===== src/sv/lspsu_pkg.sv =====
`timescale 1ns / 1ps
// Package for the louver stepper position sequencer: widths, mode codes,
// configuration indexes, shared structs and the coil pattern tables. No dependencies.
package lspsu_pkg;

  localparam int POS_W    = 12;
  localparam int STEP_W   = 8;
  localparam int HOLD_W   = 10;
  localparam int CFG_IDX_W = 4;
  localparam int CFG_DATA_W = 12;

  localparam logic [3:0] TEST_PRESCALE_LIMIT = 4'd8;
  localparam logic [3:0] TEST_DIVIDER_LIMIT  = 4'd15;
  localparam logic [2:0] NO_MODE             = 3'd7;

  typedef enum logic [2:0] {
    MODE_CLOSE   = 3'd0,
    MODE_OPEN    = 3'd1,
    MODE_DEFAULT = 3'd2,
    MODE_SWING   = 3'd3,
    MODE_RETURN  = 3'd4
  } mode_t;

  localparam logic [CFG_IDX_W-1:0] CFG_FULL_OPEN  = 4'd0;
  localparam logic [CFG_IDX_W-1:0] CFG_DEFAULT    = 4'd1;
  localparam logic [CFG_IDX_W-1:0] CFG_SWING_LOW  = 4'd2;
  localparam logic [CFG_IDX_W-1:0] CFG_SWING_HIGH = 4'd3;
  localparam logic [CFG_IDX_W-1:0] CFG_FAST_STEP  = 4'd4;
  localparam logic [CFG_IDX_W-1:0] CFG_SLOW_STEP  = 4'd5;
  localparam logic [CFG_IDX_W-1:0] CFG_HOLD       = 4'd6;
  localparam logic [CFG_IDX_W-1:0] CFG_RETURN     = 4'd7;

  typedef struct packed {
    logic [POS_W-1:0]  full_open_position;
    logic [POS_W-1:0]  default_position;
    logic [POS_W-1:0]  swing_low_position;
    logic [POS_W-1:0]  swing_high_position;
    logic [STEP_W-1:0] fast_step_ticks;
    logic [STEP_W-1:0] slow_step_ticks;
    logic [HOLD_W-1:0] hold_ticks;
    logic              return_to_default;
  } cfg_t;

  typedef struct packed {
    logic [3:0]       coil_drive;
    logic [POS_W-1:0] current_position;
    logic [POS_W-1:0] target_position;
    logic [2:0]       mode;
  } result_t;

  // Half-step excitation sequence, bit0 A .. bit3 D.
  function automatic logic [3:0] half_step(input logic [2:0] idx);
    logic [3:0] pat;
    case (idx)
      3'd0:    pat = 4'h8;
      3'd1:    pat = 4'hc;
      3'd2:    pat = 4'h4;
      3'd3:    pat = 4'h6;
      3'd4:    pat = 4'h2;
      3'd5:    pat = 4'h3;
      3'd6:    pat = 4'h1;
      3'd7:    pat = 4'h9;
      default: pat = 4'h0;
    endcase
    return pat;
  endfunction

  // Single-coil self-test patterns.
  function automatic logic [3:0] test_pattern(input logic [2:0] idx);
    logic [3:0] pat;
    case (idx)
      3'd1:    pat = 4'h1;
      3'd2:    pat = 4'h2;
      3'd3:    pat = 4'h4;
      3'd4:    pat = 4'h8;
      default: pat = 4'h0;
    endcase
    return pat;
  endfunction

endpackage


===== src/sv/lspsu_in_if.sv =====
`timescale 1ns / 1ps
// Tick input channel: valid/ready handshake with power, swing and self-test flags.
// Depends on nothing.
interface lspsu_in_if;
  logic valid;
  logic ready;
  logic power_on;
  logic swing_request;
  logic self_test;

  modport source (output valid, power_on, swing_request, self_test, input ready);
  modport sink   (input valid, power_on, swing_request, self_test, output ready);
endinterface


===== src/sv/lspsu_out_if.sv =====
`timescale 1ns / 1ps
// Result channel: valid/ready handshake with coil levels, positions and mode.
// Depends on nothing.
interface lspsu_out_if;
  logic        valid;
  logic        ready;
  logic [3:0]  coil_drive;
  logic [11:0] current_position;
  logic [11:0] target_position;
  logic [2:0]  mode;

  modport source (output valid, coil_drive, current_position, target_position, mode,
                  input ready);
  modport sink   (input valid, coil_drive, current_position, target_position, mode,
                  output ready);
endinterface


===== src/sv/lspsu_cfg.sv =====
`timescale 1ns / 1ps
// Configuration register file for the louver sequencer.
// Depends on lspsu_pkg.
module lspsu_cfg
  import lspsu_pkg::*;
(
  input  logic                  clk,
  input  logic                  rst_n,
  input  logic                  cfg_we,
  input  logic [CFG_IDX_W-1:0]  cfg_index,
  input  logic [CFG_DATA_W-1:0] cfg_wdata,
  output cfg_t                  cfg
);

  cfg_t cfg_r;

  always_ff @(posedge clk) begin
    if (!rst_n) begin
      cfg_r.full_open_position  <= POS_W'(1500);
      cfg_r.default_position    <= POS_W'(1550);
      cfg_r.swing_low_position  <= POS_W'(1600);
      cfg_r.swing_high_position <= POS_W'(1650);
      cfg_r.fast_step_ticks     <= STEP_W'(2);
      cfg_r.slow_step_ticks     <= STEP_W'(10);
      cfg_r.hold_ticks          <= HOLD_W'(500);
      cfg_r.return_to_default   <= 1'b0;
    end else if (cfg_we) begin
      case (cfg_index)
        CFG_FULL_OPEN:  cfg_r.full_open_position  <= cfg_wdata[POS_W-1:0];
        CFG_DEFAULT:    cfg_r.default_position    <= cfg_wdata[POS_W-1:0];
        CFG_SWING_LOW:  cfg_r.swing_low_position  <= cfg_wdata[POS_W-1:0];
        CFG_SWING_HIGH: cfg_r.swing_high_position <= cfg_wdata[POS_W-1:0];
        CFG_FAST_STEP:  cfg_r.fast_step_ticks     <= cfg_wdata[STEP_W-1:0];
        CFG_SLOW_STEP:  cfg_r.slow_step_ticks     <= cfg_wdata[STEP_W-1:0];
        CFG_HOLD:       cfg_r.hold_ticks          <= cfg_wdata[HOLD_W-1:0];
        CFG_RETURN:     cfg_r.return_to_default   <= cfg_wdata[0];
        default: ;
      endcase
    end
  end

  assign cfg = cfg_r;

endmodule


===== src/sv/lspsu_core.sv =====
`timescale 1ns / 1ps
// Sequencer state and per-tick next-state logic: timers, mode logic, motion and self test.
// Depends on lspsu_pkg.
module lspsu_core
  import lspsu_pkg::*;
(
  input  logic    clk,
  input  logic    rst_n,
  input  cfg_t    cfg,
  input  logic    tick,
  input  logic    power_on,
  input  logic    swing_request,
  input  logic    self_test,
  output result_t result
);

  mode_t             mode_r,     mode_nxt;
  logic [2:0]        entered_r,  entered_nxt;
  logic [POS_W-1:0]  pos_r,      pos_nxt;
  logic [POS_W-1:0]  tgt_r,      tgt_nxt;
  logic [STEP_W-1:0] period_r,   period_nxt;
  logic [2:0]        phase_r,    phase_nxt;
  logic [STEP_W-1:0] step_tmr_r, step_tmr_nxt;
  logic [HOLD_W-1:0] hold_tmr_r, hold_tmr_nxt;
  logic              resume_r,   resume_nxt;
  logic [3:0]        presc_r,    presc_nxt;
  logic [3:0]        div_r,      div_nxt;
  logic [3:0]        coil_r,     coil_nxt;

  always_comb begin
    logic       entering;
    logic [3:0] phase_sum;
    mode_nxt     = mode_r;
    entered_nxt  = entered_r;
    pos_nxt      = pos_r;
    tgt_nxt      = tgt_r;
    period_nxt   = period_r;
    phase_nxt    = phase_r;
    resume_nxt   = resume_r;
    div_nxt      = div_r;
    coil_nxt     = coil_r;
    entering     = 1'b0;
    phase_sum    = 4'd0;

    // Saturating tick timers.
    step_tmr_nxt = (step_tmr_r == '1) ? step_tmr_r : step_tmr_r + 1'b1;
    hold_tmr_nxt = (hold_tmr_r == '1) ? hold_tmr_r : hold_tmr_r + 1'b1;
    presc_nxt    = (presc_r == '1) ? presc_r : presc_r + 1'b1;

    if (self_test) begin
      if (presc_nxt >= TEST_PRESCALE_LIMIT) begin
        presc_nxt = 4'd0;
        div_nxt   = div_r + 1'b1;
        if (div_nxt >= TEST_DIVIDER_LIMIT) begin
          div_nxt   = 4'd0;
          phase_sum = {1'b0, phase_r} + 4'd1;
          phase_nxt = (phase_sum >= 4'd5) ? 3'd1 : phase_sum[2:0];
          coil_nxt  = test_pattern(phase_nxt);
        end
      end
    end else begin
      // Mode logic.
      if (!power_on) mode_nxt = MODE_CLOSE;
      entering = (entered_r != 3'(mode_nxt));
      if (entering) entered_nxt = 3'(mode_nxt);
      case (mode_nxt)
        MODE_CLOSE: begin
          if (entering) begin
            period_nxt = cfg.fast_step_ticks;
            pos_nxt    = cfg.full_open_position;
            tgt_nxt    = '0;
          end
          if (power_on) mode_nxt = MODE_OPEN;
        end
        MODE_OPEN: begin
          if (entering) begin
            period_nxt = cfg.fast_step_ticks;
            pos_nxt    = '0;
            tgt_nxt    = cfg.full_open_position;
          end
          if (pos_nxt == tgt_nxt) mode_nxt = MODE_DEFAULT;
        end
        MODE_DEFAULT: begin
          if (entering) begin
            period_nxt = cfg.fast_step_ticks;
            tgt_nxt    = cfg.default_position;
          end
          if (pos_nxt == tgt_nxt && swing_request) mode_nxt = MODE_SWING;
        end
        MODE_SWING: begin
          if (entering) begin
            period_nxt = cfg.slow_step_ticks;
            tgt_nxt    = cfg.swing_high_position;
          end
          if (pos_nxt == tgt_nxt) begin
            tgt_nxt = (pos_nxt == cfg.swing_low_position) ? cfg.swing_high_position
                                                          : cfg.swing_low_position;
          end
          if (cfg.return_to_default && !swing_request) mode_nxt = MODE_RETURN;
        end
        default: begin
          if (entering) begin
            period_nxt = cfg.fast_step_ticks;
            tgt_nxt    = cfg.default_position;
          end
          if (!cfg.return_to_default || swing_request) mode_nxt = MODE_SWING;
        end
      endcase

      // Motion stage.
      if (mode_nxt == MODE_SWING && !swing_request) begin
        hold_tmr_nxt = '0;
        coil_nxt     = 4'h0;
        resume_nxt   = 1'b1;
      end else if (mode_nxt == MODE_SWING && hold_tmr_nxt < cfg.hold_ticks && resume_r) begin
        coil_nxt = half_step(phase_r);
      end else begin
        resume_nxt = 1'b0;
        if (pos_nxt == tgt_nxt) begin
          hold_tmr_nxt = '0;
          coil_nxt     = 4'h0;
        end else if (step_tmr_nxt >= period_nxt) begin
          step_tmr_nxt = '0;
          if (hold_tmr_nxt < cfg.hold_ticks) begin
            coil_nxt = half_step(phase_r);
          end else begin
            hold_tmr_nxt = cfg.hold_ticks;
            if (tgt_nxt > pos_nxt) begin
              phase_nxt = phase_r - 3'd1;
              pos_nxt   = pos_nxt + 1'b1;
            end else begin
              phase_nxt = phase_r + 3'd1;
              pos_nxt   = pos_nxt - 1'b1;
            end
            coil_nxt = half_step(phase_nxt);
          end
        end
      end
    end
  end

  always_ff @(posedge clk) begin
    if (!rst_n) begin
      mode_r     <= MODE_CLOSE;
      entered_r  <= NO_MODE;
      pos_r      <= '0;
      tgt_r      <= '0;
      period_r   <= '0;
      phase_r    <= '0;
      step_tmr_r <= '0;
      hold_tmr_r <= '0;
      resume_r   <= 1'b0;
      presc_r    <= '0;
      div_r      <= '0;
      coil_r     <= '0;
    end else if (tick) begin
      mode_r     <= mode_nxt;
      entered_r  <= entered_nxt;
      pos_r      <= pos_nxt;
      tgt_r      <= tgt_nxt;
      period_r   <= period_nxt;
      phase_r    <= phase_nxt;
      step_tmr_r <= step_tmr_nxt;
      hold_tmr_r <= hold_tmr_nxt;
      resume_r   <= resume_nxt;
      presc_r    <= presc_nxt;
      div_r      <= div_nxt;
      coil_r     <= coil_nxt;
    end
  end

  // The transaction's result is the state it leaves behind.
  assign result.coil_drive       = coil_nxt;
  assign result.current_position = pos_nxt;
  assign result.target_position  = tgt_nxt;
  assign result.mode             = 3'(mode_nxt);

endmodule


===== src/sv/lspsu_obuf.sv =====
`timescale 1ns / 1ps
// Two-entry result buffer: output register plus skid register.
// Depends on lspsu_pkg.
module lspsu_obuf
  import lspsu_pkg::*;
(
  input  logic    clk,
  input  logic    rst_n,
  input  logic    push,
  input  result_t push_data,
  output logic    can_push,
  output logic    out_valid,
  input  logic    out_ready,
  output result_t out_data
);

  logic    main_valid_r;
  result_t main_data_r;
  logic    skid_valid_r;
  result_t skid_data_r;

  always_ff @(posedge clk) begin
    if (!rst_n) begin
      main_valid_r <= 1'b0;
      skid_valid_r <= 1'b0;
    end else if (!main_valid_r || out_ready) begin
      if (skid_valid_r) begin
        main_valid_r <= 1'b1;
        skid_valid_r <= 1'b0;
      end else begin
        main_valid_r <= push;
      end
    end else if (push) begin
      skid_valid_r <= 1'b1;
    end
  end

  always_ff @(posedge clk) begin
    if (!main_valid_r || out_ready) begin
      main_data_r <= skid_valid_r ? skid_data_r : push_data;
    end else if (push) begin
      skid_data_r <= push_data;
    end
  end

  assign can_push  = !skid_valid_r;
  assign out_valid = main_valid_r;
  assign out_data  = main_data_r;

endmodule


===== src/sv/louver_stepper_position_sequencer_unit.sv =====
`timescale 1ns / 1ps
// Louver stepper position sequencer: one tick transaction in, one result transaction out.
// The result is registered in the output buffer; ticks stall while its skid is full.
// Throughput: one tick per cycle otherwise; the state update is a single registered pass.
// A two-entry output buffer keeps ticks flowing while one result waits to be taken.
// Reset (synchronous, rst_n low) restores all configuration defaults and clears state.
module louver_stepper_position_sequencer_unit
  import lspsu_pkg::*;
(
  input  logic                  clk,
  input  logic                  rst_n,
  lspsu_in_if.sink              in_ch,
  lspsu_out_if.source           out_ch,
  input  logic                  cfg_we,
  input  logic [CFG_IDX_W-1:0]  cfg_index,
  input  logic [CFG_DATA_W-1:0] cfg_wdata
);

  cfg_t    cfg;
  result_t tick_result;
  result_t out_data;
  logic    can_push;
  logic    tick;

  // A tick is accepted whenever the skid register is free.
  assign in_ch.ready = can_push;
  assign tick        = in_ch.valid && can_push;

  // Configuration registers; users must write them only while idle; the block has no check.
  lspsu_cfg u_cfg (
    .clk       (clk),
    .rst_n     (rst_n),
    .cfg_we    (cfg_we),
    .cfg_index (cfg_index),
    .cfg_wdata (cfg_wdata),
    .cfg       (cfg)
  );

  // Mode, motion and self-test state, advanced once per accepted tick.
  lspsu_core u_core (
    .clk           (clk),
    .rst_n         (rst_n),
    .cfg           (cfg),
    .tick          (tick),
    .power_on      (in_ch.power_on),
    .swing_request (in_ch.swing_request),
    .self_test     (in_ch.self_test),
    .result        (tick_result)
  );

  // Result register with skid stage decouples the two sides.
  lspsu_obuf u_obuf (
    .clk       (clk),
    .rst_n     (rst_n),
    .push      (tick),
    .push_data (tick_result),
    .can_push  (can_push),
    .out_valid (out_ch.valid),
    .out_ready (out_ch.ready),
    .out_data  (out_data)
  );

  assign out_ch.coil_drive       = out_data.coil_drive;
  assign out_ch.current_position = out_data.current_position;
  assign out_ch.target_position  = out_data.target_position;
  assign out_ch.mode             = out_data.mode;

  // The buffer only fills its skid entry while the output register is held.
  a_stall_means_full: assert property (@(posedge clk) disable iff (!rst_n)
    !in_ch.ready |-> out_ch.valid)
    else $error("input stalled while no result is pending");

  // A tick accepted into an empty buffer shows up on the next cycle.
  a_tick_to_result: assert property (@(posedge clk) disable iff (!rst_n)
    (tick && !out_ch.valid) |=> out_ch.valid)
    else $error("accepted tick produced no result");

  // Only the five defined modes ever leave the block.
  a_mode_range: assert property (@(posedge clk) disable iff (!rst_n)
    out_ch.valid |-> (out_ch.mode <= 3'd4))
    else $error("result carries an undefined mode code");

endmodule

===== src/flat_wrapper.sv =====
// flat-port wrapper written by rule: the top's interface ports become plain ports
module louver_stepper_position_sequencer_unit_flat import lspsu_pkg::*;
  (clk, rst_n, cfg_we, cfg_index, cfg_wdata, in_ch_valid, in_ch_power_on, in_ch_swing_request, in_ch_self_test, in_ch_ready, out_ch_valid, out_ch_coil_drive, out_ch_current_position, out_ch_target_position, out_ch_mode, out_ch_ready);
  lspsu_in_if in_ch_i ();
  lspsu_out_if out_ch_i ();
  input  logic clk;
  input  logic rst_n;
  input  logic cfg_we;
  input  logic [CFG_IDX_W-1:0] cfg_index;
  input  logic [CFG_DATA_W-1:0] cfg_wdata;
  input wire logic [$bits(in_ch_i.valid)-1:0] in_ch_valid;
  input wire logic [$bits(in_ch_i.power_on)-1:0] in_ch_power_on;
  input wire logic [$bits(in_ch_i.swing_request)-1:0] in_ch_swing_request;
  input wire logic [$bits(in_ch_i.self_test)-1:0] in_ch_self_test;
  output wire logic [$bits(in_ch_i.ready)-1:0] in_ch_ready;
  output wire logic [$bits(out_ch_i.valid)-1:0] out_ch_valid;
  output wire logic [$bits(out_ch_i.coil_drive)-1:0] out_ch_coil_drive;
  output wire logic [$bits(out_ch_i.current_position)-1:0] out_ch_current_position;
  output wire logic [$bits(out_ch_i.target_position)-1:0] out_ch_target_position;
  output wire logic [$bits(out_ch_i.mode)-1:0] out_ch_mode;
  input wire logic [$bits(out_ch_i.ready)-1:0] out_ch_ready;
  assign in_ch_i.valid = in_ch_valid;
  assign in_ch_i.power_on = in_ch_power_on;
  assign in_ch_i.swing_request = in_ch_swing_request;
  assign in_ch_i.self_test = in_ch_self_test;
  assign in_ch_ready = in_ch_i.ready;
  assign out_ch_valid = out_ch_i.valid;
  assign out_ch_coil_drive = out_ch_i.coil_drive;
  assign out_ch_current_position = out_ch_i.current_position;
  assign out_ch_target_position = out_ch_i.target_position;
  assign out_ch_mode = out_ch_i.mode;
  assign out_ch_i.ready = out_ch_ready;
  louver_stepper_position_sequencer_unit u_core (.clk(clk), .rst_n(rst_n), .in_ch(in_ch_i), .out_ch(out_ch_i), .cfg_we(cfg_we), .cfg_index(cfg_index), .cfg_wdata(cfg_wdata));
endmodule

===== config.mk =====
export PLATFORM = sky130hd
export DESIGN_NAME = louver_stepper_position_sequencer_unit_flat
export DESIGN_NICKNAME = d
export VERILOG_FILES = /design/src/sv/lspsu_pkg.sv /design/src/sv/lspsu_in_if.sv /design/src/sv/lspsu_out_if.sv /design/src/sv/lspsu_cfg.sv /design/src/sv/lspsu_core.sv /design/src/sv/lspsu_obuf.sv /design/src/sv/louver_stepper_position_sequencer_unit.sv /design/src/flat_wrapper.sv
export SDC_FILE = /design/constraint.sdc
export NUM_CORES = 1
export LEC_CHECK = 0
export BUFFER_PORTS_ARGS = -buffer_cell sky130_fd_sc_hd__buf_4
export CORE_MARGIN = 2
export CORE_UTILIZATION = 45
export DETAILED_ROUTE_END_ITERATION = 16
export PLACE_DENSITY = 0.59
export SLEW_MARGIN = 10
export SYNTH_ARGS = -nofsm -noshare
export SYNTH_HDL_FRONTEND = slang
export SYNTH_HIERARCHICAL = 1
export SYNTH_SLANG_ARGS = --single-unit

===== constraint.sdc =====
create_clock -name clk -period 8.6 [get_ports clk]
set_clock_uncertainty 0.15 [all_clocks]
set_input_delay 1.72 -clock clk [delete_from_list [all_inputs] [get_ports clk]]
set_output_delay 1.72 -clock clk [all_outputs]
set_load 0.1 [all_outputs]

==> out/metrics.cfg <==
[worst_setup_path]
path_class=input port to register
cp_data_arrival_time_ns=8.16
slowest_stage=or3_4
worstSetupStartpointType=input port
r2r_slack_ns=0.96
crit_path_max_fanout=17
crit_path_end_kind=register
worstPathRequired_ns=8.72
max_stage_delay_ns=0.48

[global_routing]
grt_usage_pct=27.3
grt_start_max_net_pins=79
globalRoute.totalOverflow=0
grt_antenna_before_repair=0
grt_pass1_wl_um=66700
first_global_vias=11231

[cts]
cts_hold_buffers=0
clk_latency_ns=0.52
clockBufferDepth=3
ctsResizeCount=0
cts.htree.levels=1
cts_buffers=24
clk_pin_slew_ns=0.06
post_cts_buffers=0
cts_tree=yes
root_buffer=clkbuf_16
cts.sinks=215

[timing]
fin_setup_tns_ns=0
min_period_ns=8.04
layout_setup_ws_ns=0.559
worst_pin_slew_ns=1.04
hold_viol=0
fmax_mhz=124
slew_viol_final=0
slew_headroom_pct=30.3
rsz0062_at_grt=no
fin_crit_sh_pct=93.5
setup-violations-final=0

[yosys]
synth-main-ff-cell=dfxtp_1
ys_ff_latch=215
synth-async-reset-ratio_pct=0
synth_top_cell_by_area=dfxtp_1
synth_cell_type_count=99
ys_seq_area_share_pct=35.9
synth_top_area_share_pct=22.3
syn_area_um2=13700
synth_edf_count=62
yosysWarnings=6
syn_area_per_cell_um2=8.97
synth_cells=1528
synth_nets=1603
ys_top_cells_by_area=dfxtp_1, edfxtp_1, mux2i_1

[hold_path]
hold_path_class=register to register

[place]
place.port_buffers=56
pre_cts_slack_ns=0.152
routabilityCongestion=1.03
hpwl_um=32300
dp.cells=1920

[routing]
route.final.wire_length_um=43900
drc=0
vias=12018
wl_per_cell_um=22.4
via_per_inst=6.12
firstDrtPassIters=5
first_iter_violations=1048
antenna_left=0

[final_layout]
synthToLayoutAreaGrowth_pct=11.2
fillers=2846
final_util_pct=51.2
antennaDiodeCount=0
layout_commonest_cell=nand2_1
final_nets=1631
seq_area_um2=4930
stdcell_count=1964
multi_input_area_um2=8020
drive_gt1_share_pct=15.4
mostFrequentLayoutCells=nand2_1, dfxtp_1, buf_4

[power_and_ir_drop]
vdd_drop_max_uv=136
power.density_nw_per_um2=171
power_mw=2.61
power.leakage_nw=6.35

[die]
die_h_um=179
die_w_um=179
core_area_um2=29800
rows=63
start_util_pct=46.0
dieArea_um2=31900
io_pins=57

[run_status]
run_status=completed

[flow_run]
maxCapViolations=0

[per-layer routing]
| layer | track usage (%) | up-vias | routed length (µm) |
|---|---|---|---|
| met5 | 0 | - | 0 |
| met4 | 10.4 | 0 | 1710 |
| met3 | 3.84 | 105 | 3160 |
| met2 | 41.3 | 512 | 18900 |
| met1 | 39.2 | 5726 | 20200 |
| li1 | - | 5675 | - |
[final cells by class]
class | count | share of cell area [%]
Multi-Input combinational cell | 1150 | 52.6
Sequential cell | 215 | 32.3
Timing Repair Buffer | 103 | 5.15
Clock buffer | 38 | 4.69
Tap cell | 390 | 3.20
Inverter | 62 | 1.53
Clock inverter | 6 | 0.550
[worst max-delay path: cells and delay by family]
kind,cells,cell delay (ns)
compound gates,13,3.23
simple gates,8,1.77
buf+inv,3,0.62
fa+ha+maj,2,0.54
mux,1,0.28
[sequential cells by signal, indices dropped and copies added, names as in the netlist, named ones only]
register,cells
u_core/u_core/hold_tmr_r,10
u_core/u_core/tgt_r,12
u_core/u_obuf/out_valid,1
u_core/u_core/pos_r,12
u_core/u_core/mode_r,3
u_core/u_cfg/cfg,75
u_core/u_core/div_r,4
u_core/u_obuf/out_data,31
u_core/u_core/presc_r,4
u_core/u_obuf/skid_data_r,31
u_core/u_core/period_r,8
u_core/u_core/resume_r,1
u_core/u_core/step_tmr_r,8
u_core/u_core/entered_r,3
u_core/u_core/coil_r,4
u_core/u_obuf/skid_valid_r,1
u_core/u_core/phase_r,3
[synthesized netlist by cell type, types with 28 or more instances]
master and count:
a21oi_1 89, a31oi_1 35, clkbuf_1 57, dfxtp_1 153, edfxtp_1 62, ha_1 49
inv_1 62, mux2_4 28, mux2i_1 77, nand2_1 159, nand3_1 69, nor2_1 85
nor2b_1 41, o21ai_0 60, xnor2_1 37
[power by group]
group          switching [mW]  leakage (nW)  internal [mW]
Sequential             0.0395          1.86           1.09
Combinational           0.305          4.09          0.135
Clock                   0.416         0.392          0.629
Total                   0.761          6.35           1.85
[stage by stage]
| step | cell area (µm²) | hold WS, ns |
|---|---|---|
| floorplan | 13700 | 0.284 |
| global placement | 14400 | 0.295 |
| detailed placement | 14400 | 0.304 |
| CTS | 15200 | 0.312 |
| global route | 15200 | 0.330 |
| finish | 15200 | 0.311 |
[final timing paths]
| path | start | end | cells past startpoint |
|---|---|---|---|
| setup reg to reg | u_core/u_core/pos_r[2]$_SDFFE_PN0P_ | u_core/u_obuf/out_data[26]$_DFFE_PP_ | 26 |
| hold reg to reg | u_core/u_cfg/cfg[19]$_SDFFE_PN0P_ | u_core/u_cfg/cfg[19]$_SDFFE_PN0P_ | 2 |
| setup / recovery | in_ch_power_on | u_core/u_obuf/out_data[26]$_DFFE_PP_ | 27 |
| hold / removal | u_core/u_cfg/cfg[19]$_SDFFE_PN0P_ | u_core/u_cfg/cfg[19]$_SDFFE_PN0P_ | 2 |
[logic make-up (layout without fill, tap and decap cells)]
group | after synthesis | after routing | share of synthesized area, %
mux | 133 | 133 | 11.0
buf+inv | 163 | 209 | 5.61
simple gates | 526 | 526 | 19.6
compound gates | 383 | 383 | 19.4
fa+ha+maj | 51 | 51 | 4.77
xor+xnor | 57 | 57 | 3.64
flops | 215 | 215 | 35.9
(Power assumes the default switching activity.)
